==> src/design/sdp_pkg.sv <==
// Shared types, codes and constants for the SD card SPI-mode type probe.
// No dependencies; used by the probe FSM and the top level.
package sdp_pkg;

	// Input command codes
	typedef enum logic [1:0] {
		CMD_START = 2'd0,
		CMD_RX    = 2'd1,
		CMD_TICK  = 2'd2
	} command_t;

	// Result card type codes
	typedef enum logic [2:0] {
		TYPE_UNKNOWN = 3'd0,
		TYPE_SD1     = 3'd1,
		TYPE_SD2     = 3'd2,
		TYPE_ERROR   = 3'd3,
		TYPE_TIMEOUT = 3'd4
	} card_type_t;

	typedef enum logic [2:0] {
		PH_IDLE     = 3'd0,
		PH_PREAMBLE = 3'd1,
		PH_WAIT     = 3'd2,
		PH_FRAME    = 3'd3,
		PH_POLL     = 3'd4,
		PH_TAIL     = 3'd5
	} phase_t;

	// Configuration register indexes
	typedef enum logic {
		CFG_BUSY_WAIT    = 1'b0,
		CFG_INIT_TIMEOUT = 1'b1
	} cfg_index_t;

	localparam logic [15:0] BUSY_WAIT_RESET    = 16'd300;
	localparam logic [15:0] INIT_TIMEOUT_RESET = 16'd1000;

	localparam logic [7:0]  IDLE_BYTE      = 8'hFF;
	localparam logic [7:0]  STATUS_IDLE    = 8'h01;
	localparam logic [7:0]  CHECK_PATTERN  = 8'hAA;
	localparam int unsigned ILLEGAL_CMD_BIT = 2;
	localparam logic [15:0] TICK_MAX       = 16'hFFFF;
	localparam int unsigned FRAME_LAST     = 5;
	localparam int unsigned TAIL_BYTES     = 4;

	// One result item plus its presence flag
	typedef struct packed {
		logic       present;
		logic       tx_valid;
		logic [7:0] tx_byte;
		logic       chip_select;
		logic       done_res;
		card_type_t card_type;
	} result_t;

	// Command frame: CMD0 (0x40, arg 0, CRC 0x95) or CMD8 (0x48, arg 0x1AA, CRC 0x87)
	function automatic logic [7:0] frame_byte(input logic cmd8, input logic [2:0] k);
		logic [7:0] b;
		begin
			unique case (k)
				3'd0:    b = cmd8 ? 8'h48 : 8'h40;
				3'd3:    b = cmd8 ? 8'h01 : 8'h00;
				3'd4:    b = cmd8 ? 8'hAA : 8'h00;
				3'd5:    b = cmd8 ? 8'h87 : 8'h95;
				default: b = 8'h00;
			endcase
			return b;
		end
	endfunction

endpackage

==> src/design/sdp_in_if.sv <==
// Input channel of the SD card type probe: command and received byte.
// Depends on nothing beyond its own fields.
interface sdp_in_if;
	logic       valid;
	logic       ready;
	logic [1:0] command;
	logic [7:0] rx_byte;

	modport source (output valid, output command, output rx_byte, input ready);
	modport sink (input valid, input command, input rx_byte, output ready);
endinterface

==> src/design/sdp_out_if.sv <==
// Result channel of the SD card type probe: byte to send, select and status.
// Depends on nothing beyond its own fields.
interface sdp_out_if;
	logic       valid;
	logic       ready;
	logic       tx_valid;
	logic [7:0] tx_byte;
	logic       chip_select;
	logic       done_res;
	logic [2:0] card_type;

	modport source (output valid, output tx_valid, output tx_byte, output chip_select,
		output done_res, output card_type, input ready);
	modport sink (input valid, input tx_valid, input tx_byte, input chip_select,
		input done_res, input card_type, output ready);
endinterface

==> src/design/sd_spi_card_type_probe_top.sv <==
// SD card type probe, SPI mode: input register, probe FSM, result register.
// Depends on sdp_pkg, sdp_in_if, sdp_out_if and sdp_fsm.
//
// Each item (start, received byte or timer tick) is taken into an input
// register, processed by the probe FSM and, if it causes a result, placed
// in the result register: one item per cycle when no stall holds the flow.
// The result register stalls the input register only while a result waits
// and the sink is not ready. Every result with tx_valid set expects
// exactly one received-byte item back; a final result carries done_res
// and card_type.
module sd_spi_card_type_probe_top #(
	parameter int unsigned PREAMBLE_BYTES = 10,
	parameter int unsigned RESPONSE_POLLS = 256
) (
	input  logic        clk,
	input  logic        arst_n,
	input  logic        cfg_we,
	input  logic        cfg_index,
	input  logic [15:0] cfg_wdata,
	sdp_in_if.sink      req,
	sdp_out_if.source   rsp
);
	logic [15:0] busy_wait_q, init_timeout_q;

	logic       valid_s1;
	logic [1:0] command_s1;
	logic [7:0] rx_byte_s1;

	logic       out_valid_q;
	logic       out_tx_valid_q;
	logic [7:0] out_tx_byte_q;
	logic       out_cs_q;
	logic       out_done_q;
	logic [2:0] out_type_q;

	logic             out_free;
	logic             advance;
	sdp_pkg::result_t result;

	always_ff @(posedge clk or negedge arst_n) begin
		if (!arst_n) begin
			busy_wait_q    <= sdp_pkg::BUSY_WAIT_RESET;
			init_timeout_q <= sdp_pkg::INIT_TIMEOUT_RESET;
		end else if (cfg_we) begin
			if (cfg_index == sdp_pkg::CFG_BUSY_WAIT) busy_wait_q <= cfg_wdata;
			else init_timeout_q <= cfg_wdata;
		end
	end

	assign out_free  = !out_valid_q || rsp.ready;
	assign advance   = valid_s1 && out_free;
	assign req.ready = !valid_s1 || out_free;

	always_ff @(posedge clk or negedge arst_n) begin
		if (!arst_n) begin
			valid_s1 <= 1'b0;
		end else if (req.ready) begin
			valid_s1 <= req.valid;
		end
	end

	always_ff @(posedge clk) begin
		if (req.ready && req.valid) begin
			command_s1 <= req.command;
			rx_byte_s1 <= req.rx_byte;
		end
	end

	sdp_fsm #(
		.PREAMBLE_BYTES (PREAMBLE_BYTES),
		.RESPONSE_POLLS (RESPONSE_POLLS)
	) u_fsm (
		.clk                (clk),
		.arst_n             (arst_n),
		.step               (advance),
		.command            (command_s1),
		.rx_byte            (rx_byte_s1),
		.busy_wait_ticks    (busy_wait_q),
		.init_timeout_ticks (init_timeout_q),
		.result             (result)
	);

	always_ff @(posedge clk or negedge arst_n) begin
		if (!arst_n) begin
			out_valid_q <= 1'b0;
		end else if (advance && result.present) begin
			out_valid_q <= 1'b1;
		end else if (rsp.ready) begin
			out_valid_q <= 1'b0;
		end
	end

	always_ff @(posedge clk) begin
		if (advance && result.present) begin
			out_tx_valid_q <= result.tx_valid;
			out_tx_byte_q  <= result.tx_byte;
			out_cs_q       <= result.chip_select;
			out_done_q     <= result.done_res;
			out_type_q     <= result.card_type;
		end
	end

	assign rsp.valid       = out_valid_q;
	assign rsp.tx_valid    = out_tx_valid_q;
	assign rsp.tx_byte     = out_tx_byte_q;
	assign rsp.chip_select = out_cs_q;
	assign rsp.done_res    = out_done_q;
	assign rsp.card_type   = out_type_q;

endmodule

==> src/design/sdp_fsm.sv <==
// Probe state machine: phase, byte counter and tick counters, one step per item.
// Depends on sdp_pkg.
module sdp_fsm #(
	parameter int unsigned PREAMBLE_BYTES = 10,
	parameter int unsigned RESPONSE_POLLS = 256
) (
	input  logic                clk,
	input  logic                arst_n,
	input  logic                step,
	input  logic [1:0]          command,
	input  logic [7:0]          rx_byte,
	input  logic [15:0]         busy_wait_ticks,
	input  logic [15:0]         init_timeout_ticks,
	output sdp_pkg::result_t    result
);
	localparam int unsigned CNT_MAX = (PREAMBLE_BYTES > RESPONSE_POLLS) ?
		PREAMBLE_BYTES : RESPONSE_POLLS;
	localparam int unsigned CNT_W = $clog2(CNT_MAX + 1);

	sdp_pkg::phase_t phase_q, phase_d;
	logic [CNT_W-1:0] count_q, count_d;
	logic             cmd8_q, cmd8_d;
	logic [15:0]      init_q, init_d;
	logic [15:0]      wait_q, wait_d;

	logic [CNT_W-1:0] count_inc;
	logic [7:0]       status;
	logic             resp_seen;

	always_ff @(posedge clk or negedge arst_n) begin
		if (!arst_n) begin
			phase_q <= sdp_pkg::PH_IDLE;
			count_q <= '0;
			cmd8_q  <= 1'b0;
			init_q  <= '0;
			wait_q  <= '0;
		end else if (step) begin
			phase_q <= phase_d;
			count_q <= count_d;
			cmd8_q  <= cmd8_d;
			init_q  <= init_d;
			wait_q  <= wait_d;
		end
	end

	assign count_inc = count_q + CNT_W'(1);
	assign resp_seen = !rx_byte[7] || (count_inc >= CNT_W'(RESPONSE_POLLS));
	assign status    = rx_byte[7] ? sdp_pkg::IDLE_BYTE : rx_byte;

	always_comb begin
		phase_d = phase_q;
		count_d = count_q;
		cmd8_d  = cmd8_q;
		init_d  = init_q;
		wait_d  = wait_q;

		result.present     = 1'b0;
		result.tx_valid    = 1'b1;
		result.tx_byte     = sdp_pkg::IDLE_BYTE;
		result.chip_select = 1'b1;
		result.done_res    = 1'b0;
		result.card_type   = sdp_pkg::TYPE_UNKNOWN;

		unique case (command)
			sdp_pkg::CMD_START: begin
				if (phase_q == sdp_pkg::PH_IDLE) begin
					phase_d = sdp_pkg::PH_PREAMBLE;
					count_d = '0;
					cmd8_d  = 1'b0;
					init_d  = '0;
					wait_d  = '0;
					result.present     = 1'b1;
					result.chip_select = 1'b0;
				end
			end
			sdp_pkg::CMD_TICK: begin
				if (phase_q != sdp_pkg::PH_IDLE) begin
					if (init_q != sdp_pkg::TICK_MAX) init_d = init_q + 16'd1;
					if (wait_q != sdp_pkg::TICK_MAX) wait_d = wait_q + 16'd1;
				end
			end
			sdp_pkg::CMD_RX: begin
				unique case (phase_q)
					sdp_pkg::PH_IDLE: begin
					end
					sdp_pkg::PH_PREAMBLE: begin
						result.present = 1'b1;
						if (count_inc < CNT_W'(PREAMBLE_BYTES)) begin
							count_d = count_inc;
							result.chip_select = 1'b0;
						end else begin
							cmd8_d  = 1'b0;
							init_d  = '0;
							phase_d = sdp_pkg::PH_WAIT;
							wait_d  = '0;
							count_d = '0;
						end
					end
					sdp_pkg::PH_WAIT: begin
						result.present = 1'b1;
						if (rx_byte == sdp_pkg::IDLE_BYTE || wait_q >= busy_wait_ticks) begin
							phase_d = sdp_pkg::PH_FRAME;
							count_d = '0;
							result.tx_byte = sdp_pkg::frame_byte(cmd8_q, 3'd0);
						end
					end
					sdp_pkg::PH_FRAME: begin
						result.present = 1'b1;
						if (count_inc <= CNT_W'(sdp_pkg::FRAME_LAST)) begin
							count_d = count_inc;
							result.tx_byte = sdp_pkg::frame_byte(cmd8_q, count_inc[2:0]);
						end else begin
							phase_d = sdp_pkg::PH_POLL;
							count_d = '0;
						end
					end
					sdp_pkg::PH_POLL: begin
						result.present = 1'b1;
						count_d = count_inc;
						if (resp_seen) begin
							if (!cmd8_q) begin
								if (init_q > init_timeout_ticks) begin
									phase_d = sdp_pkg::PH_IDLE;
									count_d = '0;
									result.tx_valid    = 1'b0;
									result.chip_select = 1'b0;
									result.done_res    = 1'b1;
									result.card_type   = sdp_pkg::TYPE_TIMEOUT;
								end else begin
									if (status == sdp_pkg::STATUS_IDLE) cmd8_d = 1'b1;
									phase_d = sdp_pkg::PH_WAIT;
									wait_d  = '0;
									count_d = '0;
								end
							end else if (status[sdp_pkg::ILLEGAL_CMD_BIT]) begin
								phase_d = sdp_pkg::PH_IDLE;
								count_d = '0;
								result.tx_valid    = 1'b0;
								result.chip_select = 1'b0;
								result.done_res    = 1'b1;
								result.card_type   = sdp_pkg::TYPE_SD1;
							end else begin
								phase_d = sdp_pkg::PH_TAIL;
								count_d = '0;
							end
						end
					end
					sdp_pkg::PH_TAIL: begin
						result.present = 1'b1;
						if (count_inc < CNT_W'(sdp_pkg::TAIL_BYTES)) begin
							count_d = count_inc;
						end else begin
							phase_d = sdp_pkg::PH_IDLE;
							count_d = '0;
							result.tx_valid    = 1'b0;
							result.chip_select = 1'b0;
							result.done_res    = 1'b1;
							result.card_type   = (rx_byte == sdp_pkg::CHECK_PATTERN) ?
								sdp_pkg::TYPE_SD2 : sdp_pkg::TYPE_ERROR;
						end
					end
					default: begin
					end
				endcase
			end
			default: begin
			end
		endcase
	end

endmodule
==> src/flat_wrapper.sv <==
// flat-port wrapper written by rule: the top's interface ports become plain ports
module sd_spi_card_type_probe_top_flat 
#(
	parameter int unsigned PREAMBLE_BYTES = 10,
	parameter int unsigned RESPONSE_POLLS = 256
)
  (clk, arst_n, cfg_we, cfg_index, cfg_wdata, req_valid, req_command, req_rx_byte, req_ready, rsp_valid, rsp_tx_valid, rsp_tx_byte, rsp_chip_select, rsp_done_res, rsp_card_type, rsp_ready);
  sdp_in_if req_i ();
  sdp_out_if rsp_i ();
  input  logic clk;
  input  logic arst_n;
  input  logic cfg_we;
  input  logic cfg_index;
  input  logic [15:0] cfg_wdata;
  input wire logic [$bits(req_i.valid)-1:0] req_valid;
  input wire logic [$bits(req_i.command)-1:0] req_command;
  input wire logic [$bits(req_i.rx_byte)-1:0] req_rx_byte;
  output wire logic [$bits(req_i.ready)-1:0] req_ready;
  output wire logic [$bits(rsp_i.valid)-1:0] rsp_valid;
  output wire logic [$bits(rsp_i.tx_valid)-1:0] rsp_tx_valid;
  output wire logic [$bits(rsp_i.tx_byte)-1:0] rsp_tx_byte;
  output wire logic [$bits(rsp_i.chip_select)-1:0] rsp_chip_select;
  output wire logic [$bits(rsp_i.done_res)-1:0] rsp_done_res;
  output wire logic [$bits(rsp_i.card_type)-1:0] rsp_card_type;
  input wire logic [$bits(rsp_i.ready)-1:0] rsp_ready;
  assign req_i.valid = req_valid;
  assign req_i.command = req_command;
  assign req_i.rx_byte = req_rx_byte;
  assign req_ready = req_i.ready;
  assign rsp_valid = rsp_i.valid;
  assign rsp_tx_valid = rsp_i.tx_valid;
  assign rsp_tx_byte = rsp_i.tx_byte;
  assign rsp_chip_select = rsp_i.chip_select;
  assign rsp_done_res = rsp_i.done_res;
  assign rsp_card_type = rsp_i.card_type;
  assign rsp_i.ready = rsp_ready;
  sd_spi_card_type_probe_top #(.PREAMBLE_BYTES(PREAMBLE_BYTES), .RESPONSE_POLLS(RESPONSE_POLLS)) u_core (.clk(clk), .arst_n(arst_n), .cfg_we(cfg_we), .cfg_index(cfg_index), .cfg_wdata(cfg_wdata), .req(req_i), .rsp(rsp_i));
endmodule
==> config.mk <==
export PLATFORM = sky130hd
export DESIGN_NAME = sd_spi_card_type_probe_top_flat
export DESIGN_NICKNAME = d
export VERILOG_FILES = /design/src/design/sdp_pkg.sv /design/src/design/sdp_in_if.sv /design/src/design/sdp_out_if.sv /design/src/design/sd_spi_card_type_probe_top.sv /design/src/design/sdp_fsm.sv /design/src/flat_wrapper.sv
export SDC_FILE = /design/constraint.sdc
export NUM_CORES = 1
export LEC_CHECK = 0
export BUFFER_PORTS_ARGS = -buffer_cell sky130_fd_sc_hd__buf_2
export CAP_MARGIN = 15
export CELL_PAD_IN_SITES_DETAIL_PLACEMENT = 0
export CELL_PAD_IN_SITES_GLOBAL_PLACEMENT = 1
export CORE_MARGIN = 4
export CORE_UTILIZATION = 51
export DETAILED_ROUTE_END_ITERATION = 6
export PLACE_DENSITY_LB_ADDON = 0.1
export SYNTH_ARGS = -nofsm -noshare
export SYNTH_HDL_FRONTEND = slang
export SYNTH_SLANG_ARGS = --single-unit
==> constraint.sdc <==
create_clock -name clk -period 6.15 [get_ports clk]
set_input_delay 0.9225 -clock clk [delete_from_list [all_inputs] [get_ports clk]]
set_output_delay 0.9225 -clock clk [all_outputs]
set_load 0.02 [all_outputs]
==> metrics list, run 1 <==
- First-pass GRT wire length: roughly 25000 µm
* Top Ports: 48
- Outcome: completed
- In the post-synthesis netlist, the biggest area contributors are sky130_fd_sc_hd__dfrtp_1 28%, sky130_fd_sc_hd__edfxtp_1 12%, sky130_fd_sc_hd__ha_1 8.4%.
* Endpoints failing hold: 0
- By startpoint and endpoint, the worst setup path is classified as reg2reg.
* Diodes inserted: 0
* Iteration-0 DRC Markers: 546
- Count of TritonRoute iterations in the first routing pass: 5
- Along the worst path, the maximum fanout reaches 19.
* Worst Setup Start Kind: register
- For hold timing, the worst endpoint is u_core.init_timeout_q[1]$_DFFE_PN0P_.
- Post-synthesis async set-or-reset flop share: 0.767
* DRT Wirelength: 14900 µm
- Leak Pwr: 2.97 nW
- Input and output buffers added on the ports amount to 47.
* Number of pins with negative max-slew slack in the final report: 0
- Root buffer cell: sky130_fd_sc_hd__clkbuf_16
- Time the final worst path needs with I/O delays and setup: between 3 and 4 ns
- FF-to-FF End: u_core.u_fsm.init_q[5]$_DFFE_PN0P_
* Class of the tightest hold or removal check: reg2reg
* Setup TNS: 0 ns
* Number of synthesized register bits: 103
* Number of max-cap violations: 0
- Power spread over the standard cell area amounts to 240 nW/µm².
- The worst-case IR drop observed on VDD is 0.000225 V.
* Slew at the pin closest to its max-slew limit: 1.05 ns
- Entering global routing, the biggest net connects 80 pins.
- Final core utilization: 0.586
- Top cell type's share of synthesized area: 0.282
* CTS tree: done
* Starting density of the core: 0.529
- Startpoint of the tightest hold check path: u_core.init_timeout_q[1]$_DFFE_PN0P_
* Final period utilization: 0.512
* Post-synth top flop: sky130_fd_sc_hd__dfrtp_1
* Combinational family with the most area after synthesis: compound AO/OA/AOI/OAI gates
* Count of yosys warnings during synthesis: 0
- Clock transition time at the flip-flop clock pins of the worst setup and hold paths: 0.07 ns
- The post-synthesis compound-gate area fraction was 0.204.
- Depth of the worst hold-timing path: 1
* Setup Fix Bufs, Post-CTS: 0
- Placed instance count: 803
- The worst register-to-register path has a depth of 6.
- TritonCTS created 9 clock buffers.
* Number of sinks driven by the clock tree: 103
- Total setup violations reported at the end of the flow: 0
* Post-layout power: approximately 0.0016 W
- The commonest cells after synthesis are 69 x sky130_fd_sc_hd__dfrtp_1, 63 x sky130_fd_sc_hd__nand2_1, 46 x sky130_fd_sc_hd__inv_1, 41 x sky130_fd_sc_hd__ha_1, 37 x sky130_fd_sc_hd__a21oi_1.
- The count of cells in the finished layout, fillers not included, comes to 820.
- The worst pin sits at a relative slew slack of 0.303.
* Post-CTS Hold Buffers: 0
- After synthesis, the mean cell area works out to around 9.6 µm².
- Top cell type by total area after synthesis: sky130_fd_sc_hd__dfrtp_1
* Final global-route overflow total: 0
- The floorplan step defined a die boundary enclosing around 14000 µm².
- The H-tree was split into 3 levels.
- Die Ht: approximately 120 µm
- Number of nets in the finished design: 745
- Number of global-route vias before repair: about 4800
* Setup repair after global routing missed its margin: no
* Average wire per cell in the routed design: 18.1 µm
- Die width: around 120 µm
- The detailed router placed 4988 vias in this run.
* Cells resized by post-CTS repair: 0
- In the final layout, the share of cells above drive strength 1 is 0.168.
- Data arrives at the worst endpoint at 3.39 ns.
* Reg2reg start: u_core.command_s1[0]$_DFFE_PP_
* Post-route antenna net violation count: 0
- Clock skew after layout: 0.00621 ns
* DRC viols: 0
- Required @ worst endpoint: 6.39 ns
- Register-to-register setup slack: 3.00 ns
* Tot GR Track Use: 0.221
* Insertion delay to the later sink of the worst-skew pair: 0.35 ns
- Of the synthesized area, sequential elements account for 0.443.
- Distinct cell type count after synthesis: 73
- The worst setup path is captured at a register.
- The congestion estimate from routability-driven global placement came to approximately 0.90.
- Cell with the most instances after synthesis: sky130_fd_sc_hd__dfrtp_1
- Counting every net in the synthesized netlist gives 710.
* EDFF count, synth: 24
- CORE AREA: around 12000 µm²
* Post-synthesis simple-gate area fraction: 0.178
* Area growth from synthesis to final layout: 10.8%
* Vias per std cell: 6.08
- For this run, the top clock speed supported by timing is 0.318 GHz.
- Detailed placement finished with a half-perimeter wire length of 10900 µm.
- Share of synthesized cell area in full adder, half adder and majority cells: 0.0839
- Number of antenna violations at the first check in global routing: 0
- The clock passes through at most 2 buffers.
* Post-synthesis share of cell area spent on xor and xnor gates: 0.00573
- Netlist Area Pre-Place: 6120 µm²
- Count of fill cells added during filler insertion: approximately 1000
- The floorplan has 39 rows.
- The cell count after synthesis came out at 637.
* Multiplexer share of the synthesized area: 0.0380
==> sequential cells by signal, summed over array words and instances (netlist names) <==
signal                  flops
u_core.busy_wait_q         16
u_core.u_fsm.count_q        9
u_core.u_fsm.init_q        16
u_core.rsp.tx_byte          8
u_core.u_fsm.phase_q        3
u_core.rsp.card_type        3
u_core.rsp.done_res         1
u_core.u_fsm.wait_q        16
u_core.u_fsm.cmd8_q         1
u_core.command_s1           2
u_core.rsp.chip_select      1
u_core.valid_s1             1
u_core.rx_byte_s1           8
u_core.rsp.valid            1
u_core.init_timeout_q      16
u_core.rsp.tx_valid         1
==> cells by family (layout without fill, tap and decap cells) <==
family,count (synthesis),count (layout)
buf+inv,72,112
xor+xnor,4,4
simple gates,212,212
flops,103,103
compound gates,184,184
fa+ha+maj,41,41
mux,21,21
==> power by group <==
group          internal (W)  total (W)  switching [W]
Sequential         0.000753   0.000794      0.0000416
Clock              0.000370   0.000635       0.000265
Combinational     0.0000802   0.000199       0.000119
==> final cells by class <==
| cell class | instances | area [µm²] | area share |
|---|---|---|---|
| Clock buffer | 10 | 239 | 0.0353 |
| Clock inverter | 6 | 92.6 | 0.0137 |
| Inverter | 47 | 176 | 0.0260 |
| Multi-Input combinational cell | 462 | 3120 | 0.461 |
| Sequential cell | 103 | 2710 | 0.400 |
| Tap cell | 143 | 179 | 0.0264 |
| Timing Repair Buffer | 49 | 256 | 0.0379 |
==> worst max-delay path, stage by stage (launching register included) <==
cell,delay [ns]
sky130_fd_sc_hd__edfxtp_1,0.53
sky130_fd_sc_hd__nand2b_1,0.63
sky130_fd_sc_hd__nor2_1,0.24
sky130_fd_sc_hd__a21oi_1,0.10
sky130_fd_sc_hd__a311oi_1,0.60
sky130_fd_sc_hd__nand2_1,0.48
sky130_fd_sc_hd__o41ai_1,0.44
==> placed cells by master (no fill, tap or decap), types with 5 or more instances in the layout <==
cell type / instances
sky130_fd_sc_hd__and3_1: 15
sky130_fd_sc_hd__nand2b_1: 10
sky130_fd_sc_hd__nor2_1: 34
sky130_fd_sc_hd__dfrtp_1: 69
sky130_fd_sc_hd__a2bb2oi_1: 5
sky130_fd_sc_hd__o41ai_1: 5
sky130_fd_sc_hd__buf_2: 46
sky130_fd_sc_hd__dfstp_2: 10
sky130_fd_sc_hd__nand2_1: 63
sky130_fd_sc_hd__o21ai_0: 35
sky130_fd_sc_hd__a31oi_1: 14
sky130_fd_sc_hd__o31ai_1: 13
sky130_fd_sc_hd__a21o_1: 7
sky130_fd_sc_hd__edfxtp_1: 24
sky130_fd_sc_hd__and2_1: 8
sky130_fd_sc_hd__inv_1: 46
sky130_fd_sc_hd__mux2_2: 17
sky130_fd_sc_hd__nand4_1: 12
sky130_fd_sc_hd__a21oi_1: 37
sky130_fd_sc_hd__o21ai_1: 24
sky130_fd_sc_hd__ha_1: 41
sky130_fd_sc_hd__nand3_1: 27
sky130_fd_sc_hd__a41oi_2: 6
sky130_fd_sc_hd__nor3_1: 13
sky130_fd_sc_hd__clkbuf_16: 9
==> routing by layer <==
metal / track usage / up-vias / part of all wire
met2: 0.328 / 157 / 0.44
li1: - / 2418 / -
met4: 0.0491 / 0 / 0.013
met3: 0.0620 / 16 / 0.062
met1: 0.324 / 2397 / 0.48
met5: 0 / - / 0
==> worst max path at each step <==
stage / startpoint / end / slack (ns)
after floorplan: rsp_ready / u_core.rsp.card_type[0]$_SDFFCE_PN0P_ / 3.53
after global placement: u_core.command_s1[0]$_DFFE_PP_ / u_core.u_fsm.init_q[5]$_DFFE_PN0P_ / 3.08
after detailed placement: u_core.command_s1[0]$_DFFE_PP_ / u_core.u_fsm.init_q[5]$_DFFE_PN0P_ / 3.02
after CTS: u_core.command_s1[0]$_DFFE_PP_ / u_core.u_fsm.init_q[5]$_DFFE_PN0P_ / 3.01
after global routing: u_core.command_s1[0]$_DFFE_PP_ / u_core.u_fsm.init_q[5]$_DFFE_PN0P_ / 2.73
final: u_core.command_s1[0]$_DFFE_PP_ / u_core.u_fsm.init_q[5]$_DFFE_PN0P_ / 3.00
==> per-stage QoR <==
step / instance area [µm²] / hold slack [ns] / setup slack, ns
global route: 6780 / 0.518 / 2.73
finish: 6780 / 0.505 / 3.00
floorplan: 6120 / 0.469 / 3.53
CTS: 6760 / 0.509 / 3.01
detailed placement: 6430 / 0.494 / 3.02
global placement: 6430 / 0.491 / 3.08
(Power assumes the default switching activity.)
==> run 2, diff against run 1 <==
- CORE_UTILIZATION: 51 -> 47
- clock period: 6.15 -> 3 ns (I/O delays scaled with it)
==> metrics list, run 2 (same netlist as run 1, synthesis figures left out) <==
- Die width: 122 µm
- The internal portion of the total power is 0.00254 W.
* Sequential power share: 0.477
* Slew at the pin closest to its max-slew limit: 1.05 ns
- Dividing the final minimum period by the clock period gives 0.916.
- Total power per unit cell area: a little under 500 nW/µm²
- STA puts the critical path data required time at 3.30 ns.
* Post-CTS Hold Buffers: 0
- The min-delay analysis places its worst path in the category in2async.
* Largest driver fanout on the critical path: 13
- After detailed routing, the met3 layer carries 976 µm of wire.
- Count of TritonRoute iterations in the first routing pass: 6
* Relative contribution of the clock network to total power: 0.398
- Timing would allow up to 0.364 GHz.
- Clock skew after layout: 0.00914 ns
- Setup repair after global routing missed its margin: no
- For the worst setup path, the data arrival time is 3.05 ns.
- The max-slew violation count came to 0.
- The highest layer touched by signal routing is met4.
- Of the total power, combinational logic draws 0.125.
- Area growth from synthesis to final layout: 13.7%
- The worst setup path is of the reg2reg kind.
- The endpoint identified for the worst register-to-register timing path is u_core.u_fsm.wait_q[1]$_DFFE_PN0P_.
- The library cell used most frequently in the layout, excluding fill and tap cells, is sky130_fd_sc_hd__dfrtp_1.
- Summed over all nets, the switching power comes to 0.000877 W.
* Buffers from clock root to sink, at most: 2
* Post-layout power: 0.00341 W
- In this run the post-CTS setup repair buffer count came out at 0.
- Sum of routed wire segments on met1: 7190 µm
- Number of core rows: 41
- For this run, the slowest stage of the critical path takes 0.42 ns.
* Critical-path cell list: ha_1, nand3_2, o31a_1, nor3b_1, nor2b_1, a211o_1, buf_4, a31oi_1, a31o_1
* Register-to-register setup slack: ~0.25 ns
- The number of global-route vias before repair came to 4915.
* Count of fill cells added during filler insertion: 1178
* Diodes inserted: 0
* Share of post-route cells with drive strength above 1: 0.190
- H-tree Lvls: 3
* Detail Route met2 WL: 6580 µm
- Reg2Reg Depth: 9
* DRT Wirelength: 15000 µm
* Tot GR Track Use: 0.214
- Gates resized during post-CTS repair numbered 0.
- 48 I/O pins were placed.
- The library cells used most frequently in the layout, excluding fill and tap cells, are 69 x sky130_fd_sc_hd__dfrtp_1, 63 x sky130_fd_sc_hd__nand2_1, 46 x sky130_fd_sc_hd__inv_1, 46 x sky130_fd_sc_hd__buf_2, 41 x sky130_fd_sc_hd__ha_1.
* Slew HR: 0.298
- In the routed layout, each cell is associated on average with a via count of just under 6.
- STA classifies the critical path endpoint as a register.
- Clock buffers created by TritonCTS: 9
* HPWL Detailed: 11100 µm
* Iteration-0 DRC Markers: ~470
- The routed layout has 5015 vias.
- Fraction of power spent switching nets: 0.257
- DIE AREA: 14900 µm²
* Number of sinks driven by the clock tree: 103
- In the final routed layout, each cell accounts on average for approximately 17 µm.
* Final global-route overflow total: 0
- The startpoint identified for the worst register-to-register timing path is u_core.u_fsm.count_q[1]$_DFFE_PN0P_.
- After clock tree synthesis, the clock-pin slew on the worst setup and hold paths is roughly 0.07 ns.
* VDD IR max: 0.000333 V
* Number of antenna violations at the first check in global routing: 0
* Endpoints failing hold: 0
- Maximum number of pins on one net before global-route repair: 80
* Post-route antenna net violation count: 0
* # port buffers: 47
- The initial utilization of the core area, before any placement, comes to 0.483.
- Time the final worst path needs with I/O delays and setup: about 2.7 ns
- The later pin in the worst-skew pair is clocked with a latency of ~0.36 ns.
- The flow ran to the end, and the final reports show no timing, DRC or antenna violations.
- Setup TNS: 0 ns
- Root buffer cell: sky130_fd_sc_hd__clkbuf_16
- After floorplanning, the core was sized to cover 12700 µm².
- Slowest CP cell: sky130_fd_sc_hd__dfrtp_1
* Number of nets in the finished design: ~760
- In the routed design, unresolved DRC markers number 0.
- In this run the vertical extent of the chip is roughly 120 µm.
- Summed over all cells, the static leakage comes to just over 3 nW.
- CTS tree: done
- Final weighted congestion in routability-driven placement: a little over 0.9
* Number of max-cap violations: 0
* First-pass GRT wire length: between 20000 and 25000 µm
* Total setup violations reported at the end of the flow: 0
* Worst Setup Start Kind: register
-- run 2: critical path: cells and delay by family (launching register included) --
kind	cells	cell delay (ns)
simple gates	3	0.71
buf+inv	1	0.20
flops	1	0.42
compound gates	4	1.01
fa+ha+maj	1	0.34
-- run 2: through the flow --
stage	hold WS (ns)	utilization	instance area, µm²	worst slack, ns	std cells
5_1_grt	0.252	0.549	6960	0.0284	867
3_3_place_gp	0.490	0.522	6610	0.304	851
6_report	0.250	0.549	6960	0.252	867
4_1_cts	0.254	0.549	6960	0.258	867
3_5_place_dp	0.495	0.522	6610	0.255	851
2_1_floorplan	0.154	-	6120	0.450	637
-- run 2: power groups by stage --
stage | Combinational, W | Sequential (W) | Clock, W
2_1_floorplan | 0.000289 | 0.00162 | 0
3_5_place_dp | 0.000424 | 0.00165 | 0
4_1_cts | 0.000432 | 0.00163 | 0.00139
3_3_place_gp | 0.000408 | 0.00165 | 0
5_1_grt | 0.000493 | 0.00165 | 0.00144
6_report | 0.000425 | 0.00163 | 0.00136
-- run 2: layout make-up --
class,count,area [µm²],area share
Tap cell,172,215,0.0309
Timing Repair Buffer,67,388,0.0558
Sequential cell,103,2710,0.390
Inverter,47,176,0.0254
Multi-Input combinational cell,462,3120,0.449
Clock inverter,7,120,0.0173
Clock buffer,9,225,0.0324
-- run 2: worst max path at each step --
| stage | end | slack, ns | cells after the start | start |
|---|---|---|---|---|
| finish | u_core.u_fsm.wait_q[1]$_DFFE_PN0P_ | 0.25 | 9 | u_core.u_fsm.count_q[1]$_DFFE_PN0P_ |
| global route | u_core.u_fsm.count_q[3]$_DFFE_PN0P_ | 0.03 | 8 | u_core.u_fsm.wait_q[13]$_DFFE_PN0P_ |
| CTS | u_core.u_fsm.count_q[4]$_DFFE_PN0P_ | 0.26 | 8 | u_core.busy_wait_q[5]$_DFFE_PN1P_ |
| detailed placement | u_core.u_fsm.count_q[3]$_DFFE_PN0P_ | 0.26 | 9 | u_core.busy_wait_q[5]$_DFFE_PN1P_ |
| global placement | u_core.u_fsm.cmd8_q$_DFFE_PN0P_ | 0.30 | 9 | u_core.u_fsm.count_q[1]$_DFFE_PN0P_ |
| floorplan | u_core.u_fsm.wait_q[14]$_DFFE_PN0P_ | 0.45 | 11 | u_core.init_timeout_q[5]$_DFFE_PN1P_ |
-- run 2: routing by layer --
layer	track usage	up-vias
li1	-	2460
met1	0.308	2390
met2	0.323	148
met3	0.0455	17
met4	0.0749	0
met5	0	-
